==> src/hw/rtl/ddde_ram.sv <==
`timescale 1ns / 1ps
`default_nettype none
// ----------------------------------------------------------------------------
// ddde_ram
// Generic one-write, one-read synchronous RAM with registered read data.
// ----------------------------------------------------------------------------
module ddde_ram #(
	parameter int WIDTH = 32,
	parameter int DEPTH = 64
) (
	input  wire logic                     clk,
	input  wire logic                     we,
	input  wire logic [$clog2(DEPTH)-1:0] waddr,
	input  wire logic [WIDTH-1:0]         wdata,
	input  wire logic [$clog2(DEPTH)-1:0] raddr,
	output logic      [WIDTH-1:0]         rdata
);

	logic [WIDTH-1:0] mem [DEPTH];

	always_ff @(posedge clk) begin
		if (we) begin
			mem[waddr] <= wdata;
		end
		rdata <= mem[raddr];
	end

endmodule : ddde_ram
`default_nettype wire

==> config.mk <==
export PLATFORM = sky130hd
export DESIGN_NAME = ddde_ram
export DESIGN_NICKNAME = d
export VERILOG_FILES = /design/src/hw/rtl/ddde_ram.sv
export SDC_FILE = /design/constraint.sdc
export NUM_CORES = 2
export LEC_CHECK = 0
export ABC_CLOCK_PERIOD_IN_PS = 8700
export BUFFER_PORTS_ARGS = -buffer_cell sky130_fd_sc_hd__buf_2
export CELL_PAD_IN_SITES_DETAIL_PLACEMENT = 0
export CELL_PAD_IN_SITES_GLOBAL_PLACEMENT = 1
export CORE_ASPECT_RATIO = 0.7
export CORE_MARGIN = 2
export CORE_UTILIZATION = 50
export DETAILED_ROUTE_END_ITERATION = 12
export PLACE_DENSITY = 0.79
export SLEW_MARGIN = 40
export SYNTH_ARGS = -nofsm -noshare
export SYNTH_HDL_FRONTEND = slang
export SYNTH_SLANG_ARGS = --single-unit
==> constraint.sdc <==
create_clock -name clk -period 8.7 [get_ports clk]
set_input_delay 1.74 -clock clk [delete_from_list [all_inputs] [get_ports clk]]
set_output_delay 1.74 -clock clk [all_outputs]
set_load 0.005 [all_outputs]
# Word level (Yosys, flattened, before mapping)
# Memory sizes are Yosys's and may differ from the RTL's. A register that Yosys moved wholly into a read port is not among the register bits.
# Index checks and enable logic that the tools add are counted.
dict set report totals {
  regBits 0
  ramBits 2048
  word_cells 3
  n_memories 1
}
# memory words word_bits read_ports rd_ports_with_merged_regs write_ports line_no
set mem_list {}
lappend mem_list {mem 64 32 1 1 1 19} ;# logic [WIDTH-1:0] mem [DEPTH];
dict set report classes {
  n_mux 2
}
# cell n
set op_table {}
lappend op_table {{two-way mux 1 bit} 2}

# Logic depth before layout (Yosys ltp)
dict set report depth {
  depth_word 2
  mapped_depth 10
  mapped_depth_nobuf 5
}

# Least setup slack after synthesis
# No wires, ideal clock.
dict set report synth_timing {
  path_kind {input to register}
  startpoint {in waddr[3]}
  endpoint {mem mem[48][0], enable pin}
  setup_ns 0.461
  arrival_ns 4.439
  required_time_ns 8.239
  path_slack_ns 3.800
  cell_stages 4
  n_path_buf 1
  path_cell_list {clkbuf_1 > nor2b_1 > nand4b_1 > nor3_1}
}
# element line_no
set synth_rtl {}
lappend synth_rtl {{start: declaration} 13} ;# input wire logic [$clog2(DEPTH)-1:0] waddr,
lappend synth_rtl {{end: declaration} 19}
# Straight into the memory's write port.

==> impl_metrics.toml <==
[worst_setup_path]
critPathArrivalTime_ns = 5.31
crit_buf_inv = 4
end_kind = "register"
rrSetupSlack_ns = 6.46
critical_path.top_delay_family = "buffers and inverters"
path_class = "input pin to register"
critPathMaxStageDelay_ns = 0.70
cp.required_ns = 9.34
r2r-end = "rdata[20]$_DFF_P_"
reg2reg_from = "mem[37][20]$_DFFE_PP_"
worstRegToRegCells = 5
cpMostUsedCell = "a21oi_1"
crit_slowest_cell = "a21oi_1"
crit_chain = "buf_8 > buf_12 > buf_16 > buf_4 > or3b_1 > o221ai_1 > a21oi_1 > a21oi_1 > nor2_1"
start_kind = "input pin"
cp_max_fo = 69

[global_route]
first_global_vias = 36600
grt.total_usage_pct = 24.2
antenna_found_initial = 9
grt_first_pass_wirelength_um = 273000
grt_max_degree = 98
grt.overflow.total = 0

[placed_design]
port-buffer-count = 77
gp_congestion = 0.765
hpwl_um = 99000
dpl_cell_area_mm2 = 0.0821

[die]
start_util_pct = 50.4
chipHeight_um = 336
core_region_area_mm2 = 0.156
die-area_mm2 = 0.160
die_x_um = 478
boundaryPins = 78
rows = 121

[route]
drt-total-wl_um = 192000
drt_iter0_markers = 5817
wl_per_cell_um = 33.5
drtPass1Iterations = 6
via_count = 37000
routed_via_density = 6.45
drc = 0
antenna_left = 0

[cells_and_area]
nets = 3549
syn2layout_area_growth_pct = 11.8
final_util_pct = 56.4
drive_above_1_share_pct = 29.3
final_cell_area_mm2 = 0.0878
n_fill_cell = 11200

[power]
power_frac_seq_pct = 56.1
power.density_mw_per_mm2 = 226
pwr-share-clk_pct = 39.0
p_int_mw = 15.7
leakage_nw = 27.1
swShare_pct = 20.8
totalPowerFinal_mw = 19.8
peakVddDrop_v = 0.000232
combPwrFrac_pct = 4.9
switching_power_mw = 4.13

[timing]
max_freq_mhz = 214
tns_ns = 0
final_max_slew_viol_count = 0
clock_skew_ns = 0.0261
hold_viol_final = 0
whs_ns = 0.740
tightest_slew_ns = 0.955
rsz0062_at_grt = "false"
slew_headroom_pct = 36.1
finalCriticalPeriod_ns = 4.67
finalSetupViolCount = 0
fin_crit_sh_pct = 53.7

[cts]
cts_hold_buf = 0
clkTransAtPathRegs_ns = 0.06
cts_buffers = 175
clk_path_buf_depth = 3
clock_latency_ns = 0.79
cts_tree = "yes"
htreeDepth = 4
cts_resized = 0
clkSinkCount = 2080
cts_root_buffer = "clkbuf_16"
post_cts_buffers = 0

[synth]
synth_edf_count = 2048
post-synth-top-area-fraction_pct = 78.3
yosysTopAreaCell = "edfxtp_1"
synth_area_mm2 = 0.0785
syn_avg_cell_area_um2 = 23.6
yosys-top-cells-area = "edfxtp_1, mux4_2, mux2i_1"
ys_top_cells_by_count = "edfxtp_1, mux4_2, nor2_1, mux2i_1, o22ai_1"
synth.most_common_cell = "edfxtp_1"
syn-num-nets = 3370
yosys_warnings = 0
synth_cell_types = 34
synth-seq-cells = 2080
ys_seq_area_share_pct = 79.1
synth_flop_cell = "edfxtp_1"
synthArstFlopShare_pct = 0
synth_cells = 3324

[worst_hold_path]
min_path_cells = 4
min_to = "rdata[4]$_DFF_P_"
min_from = "mem[28][4]$_DFFE_PP_"
hp-class = "register to register"

[run_status]
status = "complete, no violations"

[job]
drv_cap = 0
how the worst max path moves through the flow:
stage              from                    to  cells after the start  slack [ns]
2_1_floorplan  waddr[3]  mem[48][0]$_DFFE_PP_                      4        3.80
3_3_place_gp   raddr[0]      rdata[3]$_DFF_P_                      8        3.32
3_5_place_dp   raddr[0]      rdata[3]$_DFF_P_                      8        3.27
4_1_cts        raddr[0]      rdata[3]$_DFF_P_                      8        4.14
5_1_grt        raddr[0]      rdata[3]$_DFF_P_                      9        3.85
6_report       raddr[0]      rdata[3]$_DFF_P_                      9        4.03
area by class of cell:
| cell class | instances | area [um^2] | share of cell area (%) |
|---|---|---|---|
| repair buffers | 184 | 1410 | 1.60 |
| flip-flops and latches | 2080 | 62100 | 70.8 |
| clock buffers | 232 | 4880 | 5.56 |
| well taps | 2091 | 2620 | 2.98 |
| multi-input cells | 1062 | 16000 | 18.3 |
| clock inverters | 92 | 713 | 0.812 |
| diodes | 3 | 7.51 | 0.00855 |
cell usage in the layout (no fill, tap or decap), types with 5 or more instances in the layout:
| cell | count |
|---|---|
| a21oi_1 | 58 |
| a22oi_1 | 12 |
| a311oi_1 | 6 |
| buf_12 | 5 |
| buf_2 | 44 |
| buf_4 | 127 |
| bufinv_16 | 10 |
| clkbuf_1 | 36 |
| clkbuf_16 | 182 |
| clkbuf_8 | 14 |
| clkinv_1 | 27 |
| clkinv_2 | 47 |
| dfxtp_1 | 32 |
| edfxtp_1 | 2048 |
| mux2i_1 | 93 |
| mux4_2 | 544 |
| nand2_1 | 26 |
| nand2b_1 | 7 |
| nand3b_1 | 5 |
| nor2_1 | 75 |
| nor2_4 | 62 |
| nor2b_1 | 14 |
| nor3_1 | 5 |
| o221ai_1 | 27 |
| o22ai_1 | 81 |
flip-flops by register name, indices dropped and copies added (netlist names):
register and flops:
mem 2048, rdata 32
worst min-delay path, cell delays in order, from the launching register on:
cell,delay [ns]
edfxtp_1,0.32
mux2i_1,0.06
nand2_1,0.06
a311oi_1,0.08
nor3_1,0.16
through the flow:
step	worst slack (ns)	std cells
2_1_floorplan	3.80	3324
5_1_grt	3.85	5742
3_5_place_dp	3.27	5415
6_report	4.03	5744
4_1_cts	4.14	5739
3_3_place_gp	3.32	5413
kinds of logic (layout without fill, tap and decap cells):
group	count (synthesis)	count (layout)	synth area share, %
buffers and inverters	182	508	1.13
flip-flops	2080	2080	79.1
other	0	3	0
AO/OA/AOI/OAI	202	202	1.67
AND/OR/NAND/NOR	223	223	1.27
multiplexers	637	637	16.8
power groups by stage:
stage | Combinational, mW | Sequential, mW | Clock [mW]
2_1_floorplan | 0.540 | 11.3 | 0
3_3_place_gp | 0.938 | 11.4 | 0
3_5_place_dp | 0.962 | 11.4 | 0
4_1_cts | 0.966 | 11.1 | 7.83
5_1_grt | 1.03 | 11.1 | 8.21
6_report | 0.968 | 11.1 | 7.73
routing by layer:
metal  up-vias  wire length (um)  GRT usage, %
met5         -                26             0
li1      14600                 -             -
met2      2183             88900          36.5
met1     20000             78100          36.9
met4         4              3800          5.57
met3       268             21700          4.68
Note: power is estimated with default switching activity, not from simulation.
