==> src/hw/rtl/ddde_pkg.sv <==
`timescale 1ns / 1ps
`default_nettype none
// ----------------------------------------------------------------------------
// ddde_pkg
// Shared constants, types and helpers of the dense Dijkstra distance engine.
// ----------------------------------------------------------------------------
package ddde_pkg;

	localparam int MAX_VERTICES = 64;
	localparam int WEIGHT_BITS  = 16;
	localparam int VIDX_W       = $clog2(MAX_VERTICES);
	localparam int CNT_W        = $clog2(MAX_VERTICES + 1);
	localparam int VC_W         = 7;
	localparam int DIST_W       = 31;
	localparam int WORD_W       = DIST_W + 1;
	localparam int ADJ_AW       = 2 * VIDX_W;
	localparam int ADJ_DEPTH    = 1 << ADJ_AW;
	localparam logic [DIST_W-1:0] DIST_MAX = {DIST_W{1'b1}};
	localparam logic [VC_W-1:0]   VC_RESET = VC_W'(64);

	localparam logic KIND_EDGE = 1'b0;
	localparam logic KIND_RUN  = 1'b1;

	typedef enum logic [2:0] {
		S_CLEAR,
		S_IDLE,
		S_INIT,
		S_RELAX,
		S_DRAIN,
		S_NEXT,
		S_OUT_RD,
		S_OUT_LD
	} ddde_state_t;

	// Round context and the fetched entry, handed to the relax unit.
	typedef struct packed {
		logic [WORD_W-1:0]      word;
		logic [WEIGHT_BITS-1:0] weight;
		logic                   is_pick;
		logic                   expand;
		logic [DIST_W-1:0]      pick_dist;
		logic                   found;
		logic [DIST_W-1:0]      min_dist;
	} relax_in_t;

	typedef struct packed {
		logic [WORD_W-1:0] wr_word;
		logic              take;
		logic [DIST_W-1:0] new_dist;
	} relax_out_t;

	// Only the upper triangle of the symmetric matrix is stored.
	function automatic logic [ADJ_AW-1:0] adj_addr(input logic [VIDX_W-1:0] a,
	                                               input logic [VIDX_W-1:0] b);
		adj_addr = (a < b) ? {a, b} : {b, a};
	endfunction

endpackage : ddde_pkg
`default_nettype wire

==> src/hw/rtl/ddde_relax.sv <==
`timescale 1ns / 1ps
`default_nettype none
// ----------------------------------------------------------------------------
// ddde_relax
// Relax one fetched vertex against the current pick and track the next pick.
// ----------------------------------------------------------------------------
module ddde_relax
	import ddde_pkg::*;
(
	input  wire relax_in_t  rin,
	output relax_out_t      rout
);

	logic              done_j;
	logic [DIST_W-1:0] dist_j;
	logic [DIST_W:0]   sum;
	logic [DIST_W-1:0] sat;
	logic              relax_ok;
	logic [DIST_W-1:0] new_dist;
	logic              cand;

	always_comb begin
		done_j   = rin.word[WORD_W-1];
		dist_j   = rin.word[DIST_W-1:0];
		sum      = {1'b0, rin.pick_dist} + (DIST_W+1)'(rin.weight);
		// saturate path sums at the maximum
		sat      = (sum > {1'b0, DIST_MAX}) ? DIST_MAX : sum[DIST_W-1:0];
		relax_ok = rin.expand && (rin.weight != '0) && !done_j && !rin.is_pick;
		new_dist = (relax_ok && (sat < dist_j)) ? sat : dist_j;
		cand     = !done_j && !rin.is_pick;

		rout.new_dist = new_dist;
		rout.take     = cand && (!rin.found || (new_dist < rin.min_dist));
		rout.wr_word  = rin.is_pick ? {1'b1, dist_j} : {done_j, new_dist};
	end

endmodule : ddde_relax
`default_nettype wire

==> config.mk <==
export PLATFORM = sky130hd
export DESIGN_NAME = ddde_relax
export DESIGN_NICKNAME = d
export VERILOG_FILES = /design/src/hw/rtl/ddde_pkg.sv /design/src/hw/rtl/ddde_relax.sv
export SDC_FILE = /design/constraint.sdc
export NUM_CORES = 1
export LEC_CHECK = 0
export ABC_AREA = 1
export BUFFER_PORTS_ARGS = -buffer_cell sky130_fd_sc_hd__buf_2
export CORE_MARGIN = 2
export CORE_UTILIZATION = 40
export DETAILED_ROUTE_END_ITERATION = 8
export PLACE_DENSITY_LB_ADDON = 0.12
export SYNTH_ARGS = -nofsm -noshare
export SYNTH_HDL_FRONTEND = slang
export SYNTH_SLANG_ARGS = --single-unit
==> constraint.sdc <==
create_clock -name vclk -period 10.7
set_input_delay 1.605 -clock vclk [all_inputs]
set_output_delay 1.605 -clock vclk [all_outputs]
set_load 0.005 [all_outputs]
## Word level (Yosys, flattened, before mapping)

Index checks and enable logic that the tools add are counted.
W data, S select, Z words.

| operators by class | value |
|---|---|
| multiplexer cells | 3 |
| order comparisons | 3 |
| add/sub/neg operators | 1 |
| reductions and logical operators | 11 |

Operator list:

| cell | count |
|---|---|
| $lt A31 B31 Y1 | 2 |
| $mux W31 | 2 |
| $add A31 B16 Y32 | 1 |
| $gt A32 B31 Y1 const B | 1 |
| $mux W32 | 1 |
| $reduce_bool A16 Y1 | 1 |
| $logic_and A1 B1 Y1 | 6 |
| $logic_not A1 Y1 | 3 |
| $logic_or A1 B1 Y1 | 1 |

| word-level totals | value |
|---|---|
| register bits | 0 |
| logic and storage cells | 18 |

## Depth between registers and ports, before layout

Gate-level depths: netlist (run 1).

| logic depth | value |
|---|---|
| word-level depth | 9 |
| mapped depth | 47 |
| gate-level depth less buffers | 45 |

## Worst setup path after synthesis (run 1)

No wires, ideal clock.

| timing path | value |
|---|---|
| path kind | input -> output |
| start | input rin[32] in the netlist's numbering |
| end | output rout[31] in the netlist's numbering |
| required time | 9.095 ns |
| cell stages on the path | 40 |
| path slack | 2.627 ns |
| arrival | 6.468 ns |
| buffers on the path | 2 |
| cell sequence | ha_1 -> fa_1 -> nand3_1 -> nand2_1 -> nand3_1 -> nand2_1 -> nand2_1 -> nand2_1 -> a21oi_2 -> o21ai_2 -> nand3_2 -> nand2_2 -> nand3_2 -> nand2_2 -> nand2_2 -> nand2_4 -> inv_2 -> nor2_1 -> (+4 left out) -> a21oi_1 -> o21ai_0 -> a2111oi_1 -> nand2_2 -> inv_2 -> buf_2 -> buf_2 -> nand2_1 -> o21ai_0 -> ha_1 -> a21oi_1 -> nor2_1 -> a211oi_1 -> o221a_2 -> nand2_1 -> nand2_1 -> nand2_1 -> a21oi_2 |

RTL lines:

| element | RTL line | source |
|---|---|---|
| from (decl) | ddde_relax.sv:10 | `input wire relax_in_t rin,` |
| to (decl) | ddde_relax.sv:11 | `output relax_out_t rout` |

==> impl_metrics.sql, run 1 <==
INSERT INTO impl_metrics (metric_group, metric, value, unit) VALUES
('synth', 'share_of_yosys_cell_area_claimed_by_the_top_area_cell_type', '28.95', '%'),
('drt', 'remaining_drc_errors', '0', ''),
('synth', 'multiplexer_fraction_of_the_synthesized_cell_area', '0', '%'),
('setup_path', 'crit_required', '9100', 'ps'),
('cts', 'ctsResizeCount', '0', ''),
('place', 'io_buffer_count', '177', ''),
('synth', 'yosysUniqueCellTypes', '36', ''),
('synth', 'yosys.area_share.adder', '29.56', '%'),
('synth', 'synth_area_leaders', 'sky130_fd_sc_hd__ha_1 29%, sky130_fd_sc_hd__nand2_1 16%, sky130_fd_sc_hd__o21ai_0 11%', ''),
('setup_path', 'critical-path-max-stage-delay', '620', 'ps'),
('synth', 'synth_area_leader_cell', 'sky130_fd_sc_hd__ha_1', ''),
('finish', 'regArea', '0', 'um2'),
('finish', 'seq_cells', '0', ''),
('synth', 'seq_area_frac_synth', '0', '%'),
('setup_path', 'crit_path_max_fanout', '62', ''),
('finish', 'nNetsFinal', '928', ''),
('synth', 'syn_area_per_cell', '5.772', 'um2'),
('job', 'cap_viol_max_count', '0', ''),
('synth', 'syn-cell-area', '3284', 'um2'),
('synth', 'synth-simple-area-share', '31.73', '%'),
('sta', 'shortest_period_the_worst_path_allows', '9412', 'ps'),
('finish', 'ratio_of_cells_with_drive_above_1_in_the_final_layout', '28.40', '%'),
('drt', 'detail-route-antenna-nets', '0', ''),
('sta', 'timing.setup.tns', '0', 'ps'),
('floorplanning', 'die_width', '94.62', 'um'),
('sta', 'slew_worst_pin', '809.5', 'ps'),
('synth', 'combinational_family_with_the_most_area_after_synthesis', 'simple AND/OR/NAND/NOR gates', ''),
('pwr', 'peak_supply_drop', '0.02197', 'mV'),
('cts', 'cts_hold_buf', '0', ''),
('pwr', 'cellPowerDensity', '48.59', 'nW/um2'),
('outcome', 'status', 'finished clean', ''),
('cts', 'postCtsSetupBuffers', '0', ''),
('synth', 'synth_compound_area_share', '23.54', '%'),
('synth', 'synth-warning-count', '0', ''),
('floorplanning', 'top_level_ports', '177', ''),
('finish', 'layout.core_utilization', '52.66', '%'),
('synth', 'synthCells', '569', ''),
('sta', 'rsz0062_at_grt', 'false', ''),
('drt', 'route.detailed.vias_per_inst', '5.058', ''),
('finish', 'fillerInstances', '898', ''),
('grt', 'grtUsageTotal', '22.74', '%'),
('drt', 'dr.pass1.iters', '5', ''),
('sta', 'timing.final.ws_setup', '1288', 'ps'),
('setup_path', 'path_class', 'in -> out', ''),
('place', 'dp.final_hpwl', '9.787', 'mm'),
('synth', 'post_synth_xor_area_fraction', '2.400', '%'),
('drt', 'top_signal_layer_used', 'met4', ''),
('sta', 'endpoints_failing_hold', '0', ''),
('place', 'post-place-ws', '1338', 'ps'),
('drt', 'routed-wl-met2', '4.950', 'mm'),
('floorplanning', 'effective_utilization_at_floorplan', '40.58', '%'),
('pwr', 'power.static_leakage', '2.530', 'nW'),
('floorplanning', 'die-area', '8952', 'um2'),
('sta', 'whs', '3456', 'ps'),
('setup_path', 'crit_top_cell', 'sky130_fd_sc_hd__nand2_1', ''),
('finish', 'n_antenna_cell', '0', ''),
('setup_path', 'worst_path_max_delay_cell', 'sky130_fd_sc_hd__inv_2', ''),
('drt', 'routed_wirelength', '10.90', 'mm'),
('sta', 'slew_violations', '0', ''),
('sta', 'clock.fmax', '0.1063', 'GHz'),
('synth', 'synthesis.nets', '759', ''),
('place', 'final_replace_weighted_congestion', '0.9713', ''),
('setup_path', 'critPathArrivalTime', '7810', 'ps'),
('drt', 'wl_met1', '5.306', 'mm'),
('sta', 'timing.slew.headroom', '45.95', '%'),
('finish', 'layout_common_cells', '177 x sky130_fd_sc_hd__buf_2, 139 x sky130_fd_sc_hd__nand2_1, 96 x sky130_fd_sc_hd__inv_1', ''),
('finish', 'synthToLayoutAreaGrowth', '29.75', '%'),
('grt', 'grt_pass1_wl', '16.97', 'mm'),
('pwr', 'report.power.total', '207.1', 'uW'),
('drt', 'drt_first_iter_violations', '101', ''),
('floorplanning', 'placementRows', '33', '');
[path summary, 6_finish.rpt]
path / from / end / slack (ps) / cells after the start
max: rin[32] / rout[31] / 1290 / 43
min: rin[31] / rout[31] / 3460 / 3
[cells by family after synthesis]
group	after synthesis
fa+ha+maj	77
compound gates	142
buf+inv	110
xor+xnor	9
simple gates	231
[synthesized netlist by cell type (all sizes together)]
library cell  number
nand2            149
inv               99
o21ai             79
ha                76
a21oi             46
nor2              25
nand3             24
nand4              9
nor3               8
nor4               7
or2                7
a211oi             6
clkbuf             6
a31oi              5
buf                5
xnor2              5
xor2               4
o221a              2
o221ai             2
a2111oi            1
fa                 1
nand3b             1
o22ai              1
or3                1
[area by class of cell]
cell class	count	area, um2	share of cell area, %
inverters	99	371.6	8.720
multi-input cells	459	2865	67.23
well taps	105	131.4	3.083
repair buffers	178	893.4	20.96
[per-layer routing]
metal  vias up  global-route usage (%)
met5         -                       0
met4         0                   2.415
met3        10                   1.357
met2       118                   40.01
met1      1874                   31.44
li1       2252                       -
[stage by stage]
| stage | cell area (um2) | instances |
|---|---|---|
| 6_report | 4262 | 841 |
| 5_1_grt | 4262 | 841 |
| 4_1_cts | 4262 | 841 |
| 3_5_place_dp | 4262 | 841 |
| 3_3_place_gp | 4262 | 841 |
| 2_1_floorplan | 3284 | 569 |
[power by group]
group          leakage [nW]  internal [mW]  switching [mW]
Sequential                0              0               0
Clock                     0              0               0
Combinational          2.53         0.0881           0.119
Total                  2.53         0.0881           0.119
[critical path, delay by kind of cell]
kind	cells	cell delay, ps
AOI/OAI and AO/OA	10	1770
adders and majority gates	4	1210
buffers and inverters	4	1200
and+or+nand+nor	25	2010
Power figures use the tool's default switching activity.
==> inputs of run 2 (changes only) <==
Settings changed: BUFFER_PORTS_ARGS -buffer_cell sky130_fd_sc_hd__buf_2 to -buffer_cell sky130_fd_sc_hd__buf_4, CORE_ASPECT_RATIO set to 0.75.
==> run 2 against run 1 <==
Compared with the run above:
- via count rose by 3.2%
- critical path depth is the same
- global-route usage rose by 2.4 points
- non-clock buffer count did not move
- final area rose by 10%
- maximum frequency shrank 2.3%
- combinational power grew 14%
- routed wire length up 7.6%
- cell count unchanged
- worst setup slack lost 220 ps
- worst hold slack better by 7.5 ps
- critical path type unchanged
- first-iteration DRC count grew to 2.6 times the previous value
- largest power group unchanged
- critical endpoint unchanged
==> impl_metrics.sql, run 2 (synthesis gave the netlist of run 1 again) <==
INSERT INTO impl_metrics (metric_group, metric, value, unit) VALUES
('outcome', 'status', 'finished clean', ''),
('pwr', 'peak_supply_drop', '0.02669', 'mV'),
('place', 'post-place-ws', '1154', 'ps'),
('finish', 'nNetsFinal', '928', ''),
('sta', 'slew_worst_pin', '779.8', 'ps'),
('drt', 'dr.pass1.iters', '6', ''),
('job', 'cap_viol_max_count', '0', ''),
('floorplanning', 'effective_utilization_at_floorplan', '41.48', '%'),
('pwr', 'pwr-share-seq', '0', '%'),
('pwr', 'p_comb_share', '100.0', '%'),
('drt', 'routed-via-count', '4389', ''),
('setup_path', 'timing.critical_path.from', 'rin[32]', ''),
('grt', 'gr-usage-met3', '1.413', '%'),
('sta', 'clock.fmax', '0.1038', 'GHz'),
('grt', 'grt_pass1_vias', '3840', ''),
('place', 'io_buffer_count', '177', ''),
('grt', 'gr_met2_demand_resource', '41.38', '%'),
('setup_path', 'critical-path-max-stage-delay', '600', 'ps'),
('finish', 'final_cell_area', '4705', 'um2'),
('finish', 'layout.core_utilization', '59.42', '%'),
('grt', 'grt_pass1_wl', '18.33', 'mm'),
('pwr', 'intPower', '109.7', 'uW'),
('sta', 'final_setup_vio_count', '0', ''),
('setup_path', 'worst_setup_path_endpoint', 'rout[31]', ''),
('floorplanning', 'placementRows', '28', ''),
('sta', 'shortest_period_the_worst_path_allows', '9636', 'ps'),
('grt', 'maximum_number_of_pins_on_one_net_before_global_route_repair', '64', ''),
('sta', 'timing.slew.headroom', '47.94', '%'),
('sta', 'rsz0062_at_grt', 'false', ''),
('floorplanning', 'top_level_ports', '177', ''),
('finish', 'final_common_cell', 'sky130_fd_sc_hd__buf_4', ''),
('pwr', 'netSwitchingFraction', '53.38', '%'),
('pwr', 'report.power.total', '235.3', 'uW'),
('sta', 'timing.final.ws_setup', '1064', 'ps'),
('finish', 'ratio_of_cells_with_drive_above_1_in_the_final_layout', '28.40', '%'),
('sta', 'slew_violations', '0', ''),
('setup_path', 'critical_path.endpoint_type', 'output port', ''),
('setup_path', 'crit_path_max_fanout', '63', ''),
('grt', 'gr_util_met1', '37.95', '%'),
('pwr', 'cellPowerDensity', '50.02', 'nW/um2'),
('setup_path', 'crit_required', '9100', 'ps'),
('drt', 'drt_first_iter_violations', '264', ''),
('place', 'placedCellCount', '841', ''),
('floorplanning', 'die-area', '8959', 'um2'),
('finish', 'n_antenna_cell', '0', ''),
('cts', 'ctsResizeCount', '0', ''),
('grt', 'grt_antenna_before_repair', '0', ''),
('finish', 'layout_common_cells', '178 x sky130_fd_sc_hd__buf_4, 139 x sky130_fd_sc_hd__nand2_1, 96 x sky130_fd_sc_hd__inv_1', ''),
('pwr', 'power.static_leakage', '2.682', 'nW'),
('place', 'place_area', '4705', 'um2'),
('sta', 'whs', '3463', 'ps'),
('sta', 'endpoints_failing_hold', '0', ''),
('setup_path', 'crit_path_start_kind', 'input pin', ''),
('setup_path', 'path_class', 'in -> out', ''),
('floorplanning', 'die_boundary_height', '82.48', 'um'),
('sta', 'timing.setup.tns', '0', 'ps'),
('place', 'final_replace_weighted_congestion', '0.9030', ''),
('cts', 'cts_hold_buf', '0', ''),
('drt', 'drt-wirelength-per-cell', '13.94', 'um'),
('finish', 'seq_cells', '0', ''),
('finish', 'clockBufferCount', '0', ''),
('setup_path', 'worst_path_max_delay_cell', 'sky130_fd_sc_hd__inv_2', ''),
('setup_path', 'crit_top_cell', 'sky130_fd_sc_hd__nand2_1', ''),
('finish', 'post_layout_nonfiller_instances', '841', ''),
('cts', 'postCtsSetupBuffers', '0', ''),
('pwr', 'p_clk_share', '0', '%'),
('drt', 'detail-route-antenna-nets', '0', ''),
('pwr', 'power.net_switching', '125.6', 'uW'),
('sta', 'finalCritPeriodShare', '90.06', '%'),
('setup_path', 'critPathArrivalTime', '8030', 'ps'),
('drt', 'routed_wirelength', '11.72', 'mm'),
('floorplanning', 'core-area', '7918', 'um2'),
('finish', 'regArea', '0', 'um2'),
('grt', 'grt_overflow', '0', ''),
('floorplanning', 'die_width', '108.6', 'um'),
('place', 'dp.final_hpwl', '10.62', 'mm'),
('min_path', 'timing.hold.worst.class', 'in -> out', ''),
('drt', 'route.detailed.vias_per_inst', '5.219', ''),
('grt', 'grtUsageTotal', '25.14', '%'),
('grt', 'grt-busiest-layer', 'met2', ''),
('finish', 'synthToLayoutAreaGrowth', '43.24', '%'),
('drt', 'remaining_drc_errors', '0', '');
==> run 2: worst max-delay path, delay by kind of cell <==
family / cells / cell delay (ps)
AO/OA/AOI/OAI: 10 / 1880
buffers and inverters: 4 / 1180
AND/OR/NAND/NOR: 25 / 2090
adder cells (fa/ha/maj): 4 / 1270
==> run 2: power groups by stage <==
stage / Sequential (mW) / Clock, mW / Combinational, mW
3_3_place_gp: 0 / 0 / 0.226
4_1_cts: 0 / 0 / 0.234
3_5_place_dp: 0 / 0 / 0.233
2_1_floorplan: 0 / 0 / 0.131
5_1_grt: 0 / 0 / 0.265
6_report: 0 / 0 / 0.235
==> run 2: how the worst min path moves through the flow <==
stage | start | endpoint | depth (start not counted)
finish | rin[31] | rout[31] | 3
CTS | rin[31] | rout[31] | 3
global placement | rin[31] | rout[31] | 3
floorplan | rin[31] | rout[31] | 1
global route | rin[31] | rout[31] | 3
detailed placement | rin[31] | rout[31] | 3
==> run 2: final cells by class <==
type	instances	area [um2]
tap	105	131.4
multi-input combinational	459	2865
fill	808	3213
timing repair buffer	178	1336
inverter	99	371.6
==> run 2: routing by layer <==
| layer | share of wire (%) | vias up |
|---|---|---|
| met5 | 0 | - |
| met4 | 0.29 | 0 |
| met3 | 9.0 | 6 |
| met2 | 43 | 178 |
| met1 | 48 | 1946 |
| li1 | - | 2259 |
